[src/hw/rtl/tcw_pkg.sv]
// Shared constants, opcodes and controller/datapath interface types for the text console writer.
`timescale 1ns / 1ps

package tcw_pkg;

   // Default screen geometry
   localparam int DEFAULT_COLUMNS = 80;
   localparam int DEFAULT_ROWS    = 25;

   // Field widths of the channels
   localparam int OPCODE_W = 2;
   localparam int CHAR_W   = 8;
   localparam int ADDR_W   = 11;
   localparam int COL_W    = 7;
   localparam int ROW_W    = 5;
   localparam int ATTR_W   = 8;
   localparam int CELL_W   = ATTR_W + CHAR_W;

   // Opcodes
   localparam logic [OPCODE_W-1:0] OP_PUT   = 2'd0;
   localparam logic [OPCODE_W-1:0] OP_CLEAR = 2'd1;
   localparam logic [OPCODE_W-1:0] OP_READ  = 2'd2;
   localparam logic [OPCODE_W-1:0] OP_NOP   = 2'd3;

   // Character codes and attributes
   localparam logic [CHAR_W-1:0] BLANK_CHAR     = 8'h20;
   localparam logic [CHAR_W-1:0] NEWLINE_CHAR   = 8'h0A;
   localparam logic [CHAR_W-1:0] BACKSPACE_CHAR = 8'h08;
   localparam logic [ATTR_W-1:0] RESET_ATTR     = 8'h0F;

   // Controller to datapath
   typedef struct packed {
      logic latch_req;    // capture the request fields, rewind the sweep pointer
      logic init_step;    // power-on blank of one cell
      logic clear_step;   // clear-screen blank of one cell
      logic exec_put;     // write the character and move the cursor
      logic home;         // cursor to row 0, column 0
      logic read_issue;   // read the addressed cell
      logic scroll_step;  // one step of the scroll sweep
      logic load_rsp;     // load the result register
   } cmd_type;

   // Datapath to controller
   typedef struct packed {
      logic [OPCODE_W-1:0] op;
      logic                scroll_needed;
      logic                sweep_last;
   } status_type;

endpackage

[src/hw/rtl/tcw_ctrl.sv]
// Controller state machine: sequences put, clear, read, scroll and the power-on blank.
`timescale 1ns / 1ps

module tcw_ctrl (
   input  logic                 clock,
   input  logic                 reset,
   input  logic                 req_valid,
   output logic                 req_ready,
   output logic                 rsp_valid,
   input  logic                 rsp_ready,
   input  tcw_pkg::status_type  status,
   output tcw_pkg::cmd_type     cmd
);

   localparam logic [2:0] S_INIT   = 3'd0;
   localparam logic [2:0] S_IDLE   = 3'd1;
   localparam logic [2:0] S_EXEC   = 3'd2;
   localparam logic [2:0] S_CLEAR  = 3'd3;
   localparam logic [2:0] S_SCROLL = 3'd4;
   localparam logic [2:0] S_DRAIN  = 3'd5;
   localparam logic [2:0] S_DONE   = 3'd6;

   logic [2:0] state_ff, state_in;
   logic       rsp_valid_ff, rsp_valid_in;

   always_comb begin
      cmd          = '0;
      state_in     = state_ff;
      rsp_valid_in = rsp_valid_ff && !rsp_ready;
      unique case (state_ff)
         S_INIT: begin
            cmd.init_step = 1'b1;
            if (status.sweep_last) state_in = S_IDLE;
         end
         S_IDLE: begin
            if (req_valid) begin
               cmd.latch_req = 1'b1;
               state_in      = S_EXEC;
            end
         end
         S_EXEC: begin
            unique case (status.op)
               tcw_pkg::OP_PUT: begin
                  cmd.exec_put = 1'b1;
                  state_in     = status.scroll_needed ? S_SCROLL : S_DONE;
               end
               tcw_pkg::OP_CLEAR: begin
                  cmd.home = 1'b1;
                  state_in = S_CLEAR;
               end
               tcw_pkg::OP_READ: begin
                  cmd.read_issue = 1'b1;
                  state_in       = S_DONE;
               end
               default: state_in = S_DONE;
            endcase
         end
         S_CLEAR: begin
            cmd.clear_step = 1'b1;
            if (status.sweep_last) state_in = S_DONE;
         end
         S_SCROLL: begin
            cmd.scroll_step = 1'b1;
            if (status.sweep_last) state_in = S_DRAIN;
         end
         S_DRAIN: begin
            // last pending scroll write lands this cycle
            state_in = S_DONE;
         end
         S_DONE: begin
            if (!rsp_valid_ff || rsp_ready) begin
               cmd.load_rsp = 1'b1;
               rsp_valid_in = 1'b1;
               state_in     = S_IDLE;
            end
         end
         default: state_in = S_IDLE;
      endcase
   end

   always_ff @(posedge clock) begin
      if (reset) begin
         state_ff     <= S_INIT;
         rsp_valid_ff <= 1'b0;
      end else begin
         state_ff     <= state_in;
         rsp_valid_ff <= rsp_valid_in;
      end
   end

   assign req_ready = (state_ff == S_IDLE);
   assign rsp_valid = rsp_valid_ff;

endmodule

[config.mk]
export PLATFORM = sky130hd
export DESIGN_NAME = tcw_ctrl
export DESIGN_NICKNAME = d
export VERILOG_FILES = /design/src/hw/rtl/tcw_pkg.sv /design/src/hw/rtl/tcw_ctrl.sv
export SDC_FILE = /design/constraint.sdc
export NUM_CORES = 1
export LEC_CHECK = 0
export BUFFER_PORTS_ARGS = -buffer_cell sky130_fd_sc_hd__buf_2
export CORE_AREA = 3 3 40 42
export CTS_CLUSTER_SIZE = 40
export DETAILED_ROUTE_END_ITERATION = 10
export DIE_AREA = 0 0 43 45
export MAX_ROUTING_LAYER = met4
export SYNTH_ARGS = -nofsm -noshare
export SYNTH_HDL_FRONTEND = slang
export SYNTH_SLANG_ARGS = --single-unit
[constraint.sdc]
create_clock -name clock -period 2.7 [get_ports clock]
set_clock_uncertainty 0.05 [all_clocks]
set_input_delay 0.135 -clock clock [delete_from_list [all_inputs] [get_ports clock]]
set_output_delay 0.135 -clock clock [all_outputs]
set_load 0.02 [all_outputs]
# == After elaboration in Yosys (flattened, before gate mapping) ==
# Cells that the tools add are included.
# op_classes
n_addsub,0
mul,0
n_div,0
magnitude_cmp,0
n_eq_ne,13
n_shift,0
muxes,21
bitwise,0
reduce_logical,7
# ops
operator,n
$pmux 3 s7,1
$mux 3,6
$mux 1,12
$ne 2x2->1 const B,5
$eq 3x3->1 const B,3
$eq 3x2->1 const B,2
$pmux 3 s2,1
$reduce_and 5->1,1
$eq 3x1->1 const B,1
$logic_not 3->1,1
$eq 2x1->1 const B,1
$eq 2x2->1 const B,1
$logic_not 1->1,2
$logic_not 2->1,1
$mux 2,1
$logic_and 1x1->1,1
$logic_or 1x1->1,1
# word_totals
reg_bits,4
latch_bits,0
ram_bits,0
mem_bits_ro,0
in_bits,8
output_inout_bits,10
wordCells,43
mem_count,0

# == Logic depth before layout (Yosys ltp) ==
# Gate-level depths: netlist of the first run.
# logic_depth
word_depth,4
depth_mapped,5
ltp_nobuf,4

# == Worst setup path before layout of the first run ==
# Ideal clock, no wire load.
# synth_path
path_kind,register to register
from,register state_ff[1]
to,register state_ff[2]
t_arrival_ns,1.232
path_slack_ns,1.288
stages_incl_launch_ff,5
path_cell_list,dfxtp_1 -> buf_6 -> nor3_1 -> or2_1 -> a311oi_1
# synth_via
elab_chain_cells,3
# synth_lines
element,line_no,text
from (decl),tcw_ctrl.sv:23,"logic [2:0] state_ff, state_in;"
from (signal assigned),tcw_ctrl.sv:86,state_ff <= state_in;
"$eq 3x3->1, or another cell as far along",tcw_ctrl.sv:30,unique case (state_ff)
$ne 2x2->1 (no line),--,
$reduce_and 5->1 (no line),--,
# Parallel ways exist; a longest one is shown, timed or not.
# A chain may end at the register's enable or synchronous reset.

==> impl_metrics.py, run 1 <==
metrics = {
    "synthesis": {
        "yosys_warnings": 0,
        "synth_compound_gate_area_share_pct": 30.3,
        "synth-seq-cells": 4,
        "synth_mux_area_share_pct": 0,
        "synth_nets": 51,
        "synthSimpleGateAreaFrac_pct": 38.4,
        "yosysSeqAreaShare_pct": 20.6,
        "ys_async_sr_fraction_pct": 0,
        "netlist_area_um2": 388,
        "synth_top_family_by_area": "simple AND/OR/NAND/NOR gates",
        "ys.flop_type": "dfxtp_1",
        "synth_edf_count": 0,
        "synthAdderAreaFrac_pct": 0,
        "synth-xor-area-share_pct": 0,
        "syn-mean-instance-area_um2": 9.02,
        "yosysUniqueCellTypes": 26,
        "syn_inst": 43,
    },
    "timing": {
        "fmax_mhz": 615,
        "fin_setup_tns_ns": 0,
        "setup-violations-final": 0,
        "rsz0062_at_grt": "no",
        "fin_worst_hold_slack_ns": 0.0608,
        "hold_viol": 0,
        "min_period_ns": 1.63,
        "tightest_slew_ns": 0.446,
        "drv_slew": 0,
        "timing.slew.headroom_pct": 70.3,
        "setup_ws_ns": 1.07,
        "period_share_pct": 60.2,
    },
    "cts": {
        "root_buffer": "clkbuf_4",
        "htree_levels": 1,
        "cts_buffers": 3,
        "cts_resized": 0,
        "clk_latency_ns": 0.24,
        "clk_pin_slew_ns": 0.04,
        "cts_buffer_depth": 2,
        "cts_tree": "done",
        "cts.sinks": 4,
        "post_cts_buffers": 0,
        "postCtsHoldBufs": 0,
    },
    "setup_path": {
        "reg2reg_to": "state_ff[2]$_SDFFE_PP0P_",
        "start_kind": "flip-flop",
        "cp_max_fo": 11,
        "reg2reg_depth": 4,
        "rrSetupSlack_ns": 1.25,
        "endpoint_kind": "output port",
        "reg2reg_from": "state_ff[2]$_SDFFE_PP0P_",
        "arrival_ns": 1.44,
        "cp.required_ns": 2.52,
        "critPathKind": "reg2out",
    },
    "power": {
        "ir_worst_vdd_uv": 311,
        "totalPowerFinal_mw": 0.311,
        "power.leakage_nw": 0.235,
        "power_density_mw_per_mm2": 648,
    },
    "drt": {
        "postRouteAntennaNets": 0,
        "drc": 0,
        "avgRoutedWirePerCell_um": 10.8,
        "vias_per_cell": 4.99,
        "dr.pass1.iters": 4,
        "drt_iter0_drc": 7,
        "vias": 374,
        "drt_wl_total_um": 808,
    },
    "floorplan": {
        "dieHeight_um": 45,
        "core_region_area_mm2": 0.00128,
        "die-area_mm2": 0.00194,
        "io_pins": 18,
        "die_w_um": 43,
        "initial_utilization_pct": 30.2,
        "rows": 13,
    },
    "global_route": {
        "grt_usage_pct": 8.74,
        "antenna_found_initial": 0,
        "grt_overflow_total": 0,
        "grt_pass1_wl_mm": 1.21,
        "grt_pass1_vias": 296,
        "grt_max_degree": 13,
    },
    "layout": {
        "utilization_pct": 37.4,
        "fin_cells": 75,
        "antenna_cells": 0,
        "layout.nets": 70,
        "drive_gt1_share_pct": 45.0,
        "areaGrowthSynthToFinish_pct": 23.9,
        "final_common_cell": "buf_2",
        "design_area_um2": 480,
        "mostFrequentLayoutCells": "17 x buf_2, 4 x nor2_1, 4 x a21oi_1, 4 x dfxtp_1",
    },
    "status": {
        "status": "finished clean",
    },
    "placed_design": {
        "dpl_cell_area_um2": 458,
        "pre_cts_ws_ns": 1.26,
        "routabilityCongestion": 0.735,
        "port-buffer-count": 17,
        "dpl.hpwl_um": 613,
        "dp.cells": 72,
    },
    "run": {
        "maxCapViolations": 0,
    },
    "min_path": {
        "min_path_type": "in2reg",
        "whs_endpoint": "rsp_valid$_SDFF_PP0_",
        "hp-start": "reset",
        "min_path_cells": 2,
    },
}
==> synthesized netlist by cell type (2+ instances only) <==
| cell type | number | area, um^2 |
|---|---|---|
| a21oi_1 | 4 | 20.0 |
| a311oi_1 | 2 | 17.5 |
| and2_1 | 2 | 12.5 |
| buf_6 | 3 | 33.8 |
| dfxtp_1 | 4 | 80.1 |
| inv_1 | 2 | 7.51 |
| nor2_1 | 4 | 15.0 |
| nor3_1 | 3 | 15.0 |
| nor3b_1 | 2 | 15.0 |
==> cell type report <==
class / instances / area [um^2]
timing repair buffer: 17 / 85.1
clock buffer: 3 / 22.5
tap: 15 / 18.8
multi-input combinational: 34 / 267
inverter: 2 / 7.51
sequential: 4 / 80.1
fill: 138 / 805
==> where the power goes <==
| group | total, mW | switching (mW) | internal (mW) |
|---|---|---|---|
| combinational | 0.138 | 0.0770 | 0.0614 |
| clock | 0.0768 | 0.0270 | 0.0499 |
| sequential | 0.0961 | 0.0275 | 0.0686 |
| total | 0.311 | 0.131 | 0.180 |
==> worst max-delay path by stage <==
stage	startpoint	to	slack, ns
6_report	state_ff[0]$_SDFFE_PP0P_	cmd[7]	1.07
3_3_place_gp	state_ff[1]$_SDFFE_PP0P_	state_ff[2]$_SDFFE_PP0P_	1.27
5_1_grt	state_ff[1]$_SDFFE_PP0P_	cmd[2]	0.95
4_1_cts	state_ff[0]$_SDFFE_PP0P_	cmd[7]	1.08
3_5_place_dp	state_ff[2]$_SDFFE_PP0P_	state_ff[2]$_SDFFE_PP0P_	1.26
2_1_floorplan	state_ff[1]$_SDFFE_PP0P_	state_ff[2]$_SDFFE_PP0P_	1.29
==> flip-flops by register name, indices dropped and copies added (netlist names) <==
register   flops
state_ff       3
rsp_valid      1
==> per-layer routing <==
layer,global-route usage [%],part of all wire (%),routed length (um),up-vias
met2,12.6,48,391,11
met4,7.23,2.1,17,0
met1,10.6,45,360,165
met3,1.59,4.8,39,2
li1,-,-,-,196
met5,-,0,0,-
==> worst max-delay path, stage by stage, from the launching register on <==
cell,delay (ns)
dfxtp_1,0.51
nor3b_2,0.37
and2_1,0.17
buf_2,0.15
==> cell families (layout without fill, tap and decap cells) <==
group           after synthesis  count (layout)
simple gates                 21              21
compound gates               13              13
buf+inv                       5              22
flops                         4               4
Power figures use the tool's default switching activity.
==> inputs of run 2 (changes only) <==
==> constraint.sdc (replaced) <==
create_clock -name clock -period 1.4 [get_ports clock]
set_clock_uncertainty 0.05 [all_clocks]
set_input_delay 0.07 -clock clock [delete_from_list [all_inputs] [get_ports clock]]
set_output_delay 0.07 -clock clock [all_outputs]
set_load 0.02 [all_outputs]
==> impl_metrics.py, run 2 (same netlist as run 1, synthesis figures left out) <==
metrics = {
    "global_route": {
        "antenna_found_initial": 0,
        "grt_pass1_wl_mm": 1.46,
        "grt_overflow_total": 0,
        "grt_pass1_vias": 363,
        "grtUsageMet2_pct": 16.8,
        "use_met1_pct": 12.0,
        "grt_max_degree": 9,
        "use_met3_pct": 1.20,
        "busiest_layer": "met2",
        "grt_usage_pct": 10.4,
    },
    "floorplan": {
        "die-area_mm2": 0.00194,
        "dieHeight_um": 45,
        "rows": 13,
        "die_w_um": 43,
        "initial_utilization_pct": 30.2,
        "core_region_area_mm2": 0.00128,
        "io_pins": 18,
    },
    "layout": {
        "largest-register": "state_ff",
        "mostFrequentLayoutCells": "16 x buf_2, 6 x buf_4, 4 x nor2_1, 4 x a21oi_1, 3 x clkbuf_4",
        "final_common_cell": "buf_2",
        "drive_gt1_share_pct": 56.1,
        "layout.nets": 76,
        "utilization_pct": 43.0,
        "largest_register_ffs": 3,
        "areaGrowthSynthToFinish_pct": 42.6,
        "fin_cells": 81,
        "antenna_cells": 0,
    },
    "timing": {
        "period_share_pct": 96.1,
        "fmax_mhz": 743,
        "rsz0062_at_grt": "yes",
        "hold_viol": 0,
        "setup-violations-final": 0,
        "min_period_ns": 1.35,
        "tightest_slew_ns": 0.231,
        "drv_slew": 0,
        "timing.slew.headroom_pct": 84.6,
    },
    "placed_design": {
        "dpl.hpwl_um": 680,
        "routabilityCongestion": 0.792,
        "dp.cells": 77,
        "port-buffer-count": 17,
    },
    "setup_path": {
        "cp.required_ns": 1.28,
        "rrSetupSlack_ns": 0.11,
        "reg2reg_from": "state_ff[2]$_SDFFE_PP0P_",
        "arrival_ns": 1.23,
        "endpoint_kind": "output port",
        "critPathKind": "reg2out",
        "cp-endpoint": "cmd[2]",
        "reg2reg_depth": 4,
        "reg2reg_to": "state_ff[0]$_SDFFE_PP0P_",
        "cp_max_fo": 8,
        "start_kind": "flip-flop",
        "critPathLaunch": "state_ff[1]$_SDFFE_PP0P_",
    },
    "drt": {
        "vias": 382,
        "drt_wl_total_um": 909,
        "drt_iter0_drc": 3,
        "dr.pass1.iters": 2,
        "drc": 0,
        "vias_per_cell": 4.72,
        "postRouteAntennaNets": 0,
        "avgRoutedWirePerCell_um": 11.2,
    },
    "cts": {
        "htree_levels": 1,
        "cts.sinks": 4,
        "cts_buffer_depth": 2,
        "cts_buffers": 3,
        "cts_tree": "done",
        "clk_latency_ns": 0.23,
        "root_buffer": "clkbuf_4",
        "clk_pin_slew_ns": 0.04,
    },
    "status": {
        "status": "finished clean",
    },
    "min_path": {
        "min_path_type": "in2reg",
    },
    "power": {
        "power_density_mw_per_mm2": 1190,
        "ir_worst_vdd_uv": 385,
        "power.leakage_nw": 0.270,
    },
    "run": {
        "maxCapViolations": 0,
    },
}
==> run 2: final cells by class <==
cell class | count | area, um^2
inverters | 2 | 7.51
repair buffers | 23 | 135
fillers | 133 | 732
multi-input cells | 34 | 283
well taps | 15 | 18.8
flip-flops and latches | 4 | 86.3
clock buffers | 3 | 22.5
==> run 2: critical path: stages (launching register included) <==
cell	delay, ns
dfxtp_4	0.39
buf_4	0.14
nand3b_1	0.12
nor3b_2	0.18
buf_4	0.16
==> run 2: routing by layer <==
| layer | vias to the layer above | wire (um) |
|---|---|---|
| met5 | - | 0 |
| met2 | 6 | 482 |
| li1 | 201 | - |
| met1 | 173 | 389 |
| met3 | 2 | 22 |
| met4 | 0 | 14 |
==> run 2: how the worst min path moves through the flow <==
stage | from | end | slack (ns) | cells after the start
6_report | rsp_ready | rsp_valid$_SDFF_PP0_ | 0.12 | 3
4_1_cts | rsp_ready | rsp_valid$_SDFF_PP0_ | 0.12 | 3
5_1_grt | rsp_ready | rsp_valid$_SDFF_PP0_ | 0.13 | 3
3_3_place_gp | reset | state_ff[1]$_SDFFE_PP0P_ | 0.24 | 2
2_1_floorplan | reset | rsp_valid$_SDFF_PP0_ | 0.09 | 1
3_5_place_dp | reset | state_ff[1]$_SDFFE_PP0P_ | 0.24 | 2
==> run 2: what timing repair did <==
action                     4_1_cts  5_1_grt
setup endpoints to repair        4        5
setup buffers                    0        0
hold endpoints to repair         4        0
gates resized for setup          4        3
hold buffers                     1        0
==> run 2: report_power, final <==
part | switching, mW | internal (mW)
clock | 0.0465 | 0.0958
sequential | 0.0381 | 0.138
combinational | 0.179 | 0.163
==> run 2: through the flow <==
stage	power, mW	setup TNS, ns	worst slack [ns]	cell area, um^2	hold slack (ns)
CTS	0.664	0	0.000185	544	0.117
detailed placement	0.496	0	0.0686	500	0.235
floorplan	0.419	0	0.0103	393	0.0891
finish	0.660	0	0.0549	553	0.116
global placement	0.501	0	0.0833	500	0.239
global route	0.710	-0.0880	-0.0475	553	0.134
==> inputs of run 3 (changes only) <==
--- a/config.mk
+++ b/config.mk
@@ -5,12 +5,13 @@
 export SDC_FILE = /design/constraint.sdc
 export NUM_CORES = 1
 export LEC_CHECK = 0
-export BUFFER_PORTS_ARGS = -buffer_cell sky130_fd_sc_hd__buf_2
 export CORE_AREA = 3 3 40 42
 export CTS_CLUSTER_SIZE = 40
 export DETAILED_ROUTE_END_ITERATION = 10
 export DIE_AREA = 0 0 43 45
+export DONT_BUFFER_PORTS = 1
 export MAX_ROUTING_LAYER = met4
+export PLACE_DENSITY = 0.51
 export SYNTH_ARGS = -nofsm -noshare
 export SYNTH_HDL_FRONTEND = slang
 export SYNTH_SLANG_ARGS = --single-unit
==> impl_metrics.py, run 3 (same netlist as run 1, synthesis figures left out) <==
metrics = {
    "status": {
        "status": "finished clean",
    },
    "cts": {
        "clk_pin_slew_ns": 0.04,
        "htree_levels": 1,
        "clk_latency_ns": 0.24,
        "cts_buffer_depth": 2,
        "cts_buffers": 3,
        "cts.sinks": 4,
        "root_buffer": "clkbuf_4",
        "cts_tree": "done",
    },
    "layout": {
        "largest_register_ffs": 3,
        "design_area_um2": 559,
        "final_common_cell": "buf_4",
        "drive_gt1_share_pct": 55.0,
        "areaGrowthSynthToFinish_pct": 44.2,
        "layout.nets": 70,
        "mostFrequentLayoutCells": "14 x buf_4, 4 x nor2_1, 4 x a21oi_1",
        "fin_cells": 75,
        "fill_cells": 121,
        "antenna_cells": 0,
        "largest-register": "state_ff",
        "utilization_pct": 43.5,
    },
    "drt": {
        "drt_iter0_drc": 5,
        "drc": 0,
        "avgRoutedWirePerCell_um": 12.0,
        "vias_per_cell": 4.93,
        "dr.pass1.iters": 4,
        "vias": 370,
        "drt_wl_total_um": 900,
        "postRouteAntennaNets": 0,
    },
    "placed_design": {
        "dpl_cell_area_um2": 468,
        "dp.cells": 67,
        "routabilityCongestion": 0.786,
        "dpl.hpwl_um": 667,
        "port-buffer-count": 0,
    },
    "floorplan": {
        "dieHeight_um": 45,
        "rows": 13,
        "io_pins": 18,
        "initial_utilization_pct": 30.2,
        "die-area_mm2": 0.00194,
        "die_w_um": 43,
        "core_region_area_mm2": 0.00128,
    },
    "timing": {
        "fin_setup_tns_ns": 0,
        "setup-violations-final": 0,
        "fmax_mhz": 732,
        "min_period_ns": 1.37,
        "timing.slew.headroom_pct": 78.9,
        "drv_slew": 0,
        "hold_viol": 0,
        "tightest_slew_ns": 0.315,
        "rsz0062_at_grt": "yes",
        "period_share_pct": 97.6,
    },
    "run": {
        "maxCapViolations": 0,
    },
    "setup_path": {
        "start_kind": "flip-flop",
        "critPathKind": "reg2out",
        "cp_max_fo": 4,
        "endpoint_kind": "output port",
        "cp.required_ns": 1.28,
        "arrival_ns": 1.25,
    },
    "min_path": {
        "min_path_type": "in2reg",
    },
    "global_route": {
        "grt_overflow_total": 0,
        "grt_max_degree": 11,
        "antenna_found_initial": 0,
        "grt_usage_pct": 9.95,
        "grt_pass1_vias": 321,
        "grt_pass1_wl_mm": 1.35,
    },
    "power": {
        "totalPowerFinal_mw": 0.709,
        "power.leakage_nw": 0.250,
        "ir_worst_vdd_uv": 432,
        "power_density_mw_per_mm2": 1270,
    },
}
run 3: cell count changes in the layout (fill, tap and decap cells not counted), sizes merged:
cell	delta
buf	-6
run 3: repair_timing:
action / 4_1_cts / 5_1_grt
gates resized for setup: 8 / 3
setup buffers: 2 / 3
endpoints found under the setup margin: 4 / 4
pin swaps: 2 / 5
hold buffers: 1 / 0
endpoints found under the hold margin: 4 / 0
run 3: final cells by class:
class / instances / area (um^2) / share of cell area (%)
multi-input combinational: 34 / 282 / 50.3
inverter: 2 / 7.51 / 1.34
tap: 15 / 18.8 / 3.36
sequential: 4 / 91.3 / 16.3
clock buffer: 3 / 22.5 / 4.03
timing repair buffer: 17 / 138 / 24.6
run 3: through the flow:
step	hold slack [ns]	setup WS, ns
after floorplan	0.0891	0.0103
after global placement	0.0898	0.0571
after detailed placement	0.0915	0.0598
after CTS	0.0214	0.00828
after global routing	0.0421	-0.0339
final	0.0284	0.0338
run 3: path summary, 6_finish.rpt:
check	slack (ns)	startpoint	endpoint	cells past startpoint
max	0.03	state_ff[0]$_SDFFE_PP0P_	cmd[2]	5
min	0.03	status[0]	state_ff[0]$_SDFFE_PP0P_	2
max reg2reg	0.07	state_ff[0]$_SDFFE_PP0P_	state_ff[2]$_SDFFE_PP0P_	5
min reg2reg	0.57	state_ff[2]$_SDFFE_PP0P_	state_ff[2]$_SDFFE_PP0P_	2
run 3: worst max-delay path, cell delays in order, from the launching register on:
cell	delay [ns]
dfxtp_4	0.34
buf_6	0.12
inv_2	0.04
nand3b_1	0.14
nor3b_2	0.20
buf_4	0.16
run 3: power by group:
group	switching, mW	internal [mW]
clock	0.0518	0.0962
sequential	0.0280	0.140
combinational	0.191	0.202
run 3: metal layers:
| metal | track usage, % | wire, um |
|---|---|---|
| met1 | 10.8 | 368 |
| met2 | 14.7 | 503 |
| met3 | 2.79 | 28 |
| met4 | 9.04 | 0 |
| met5 | - | 0 |
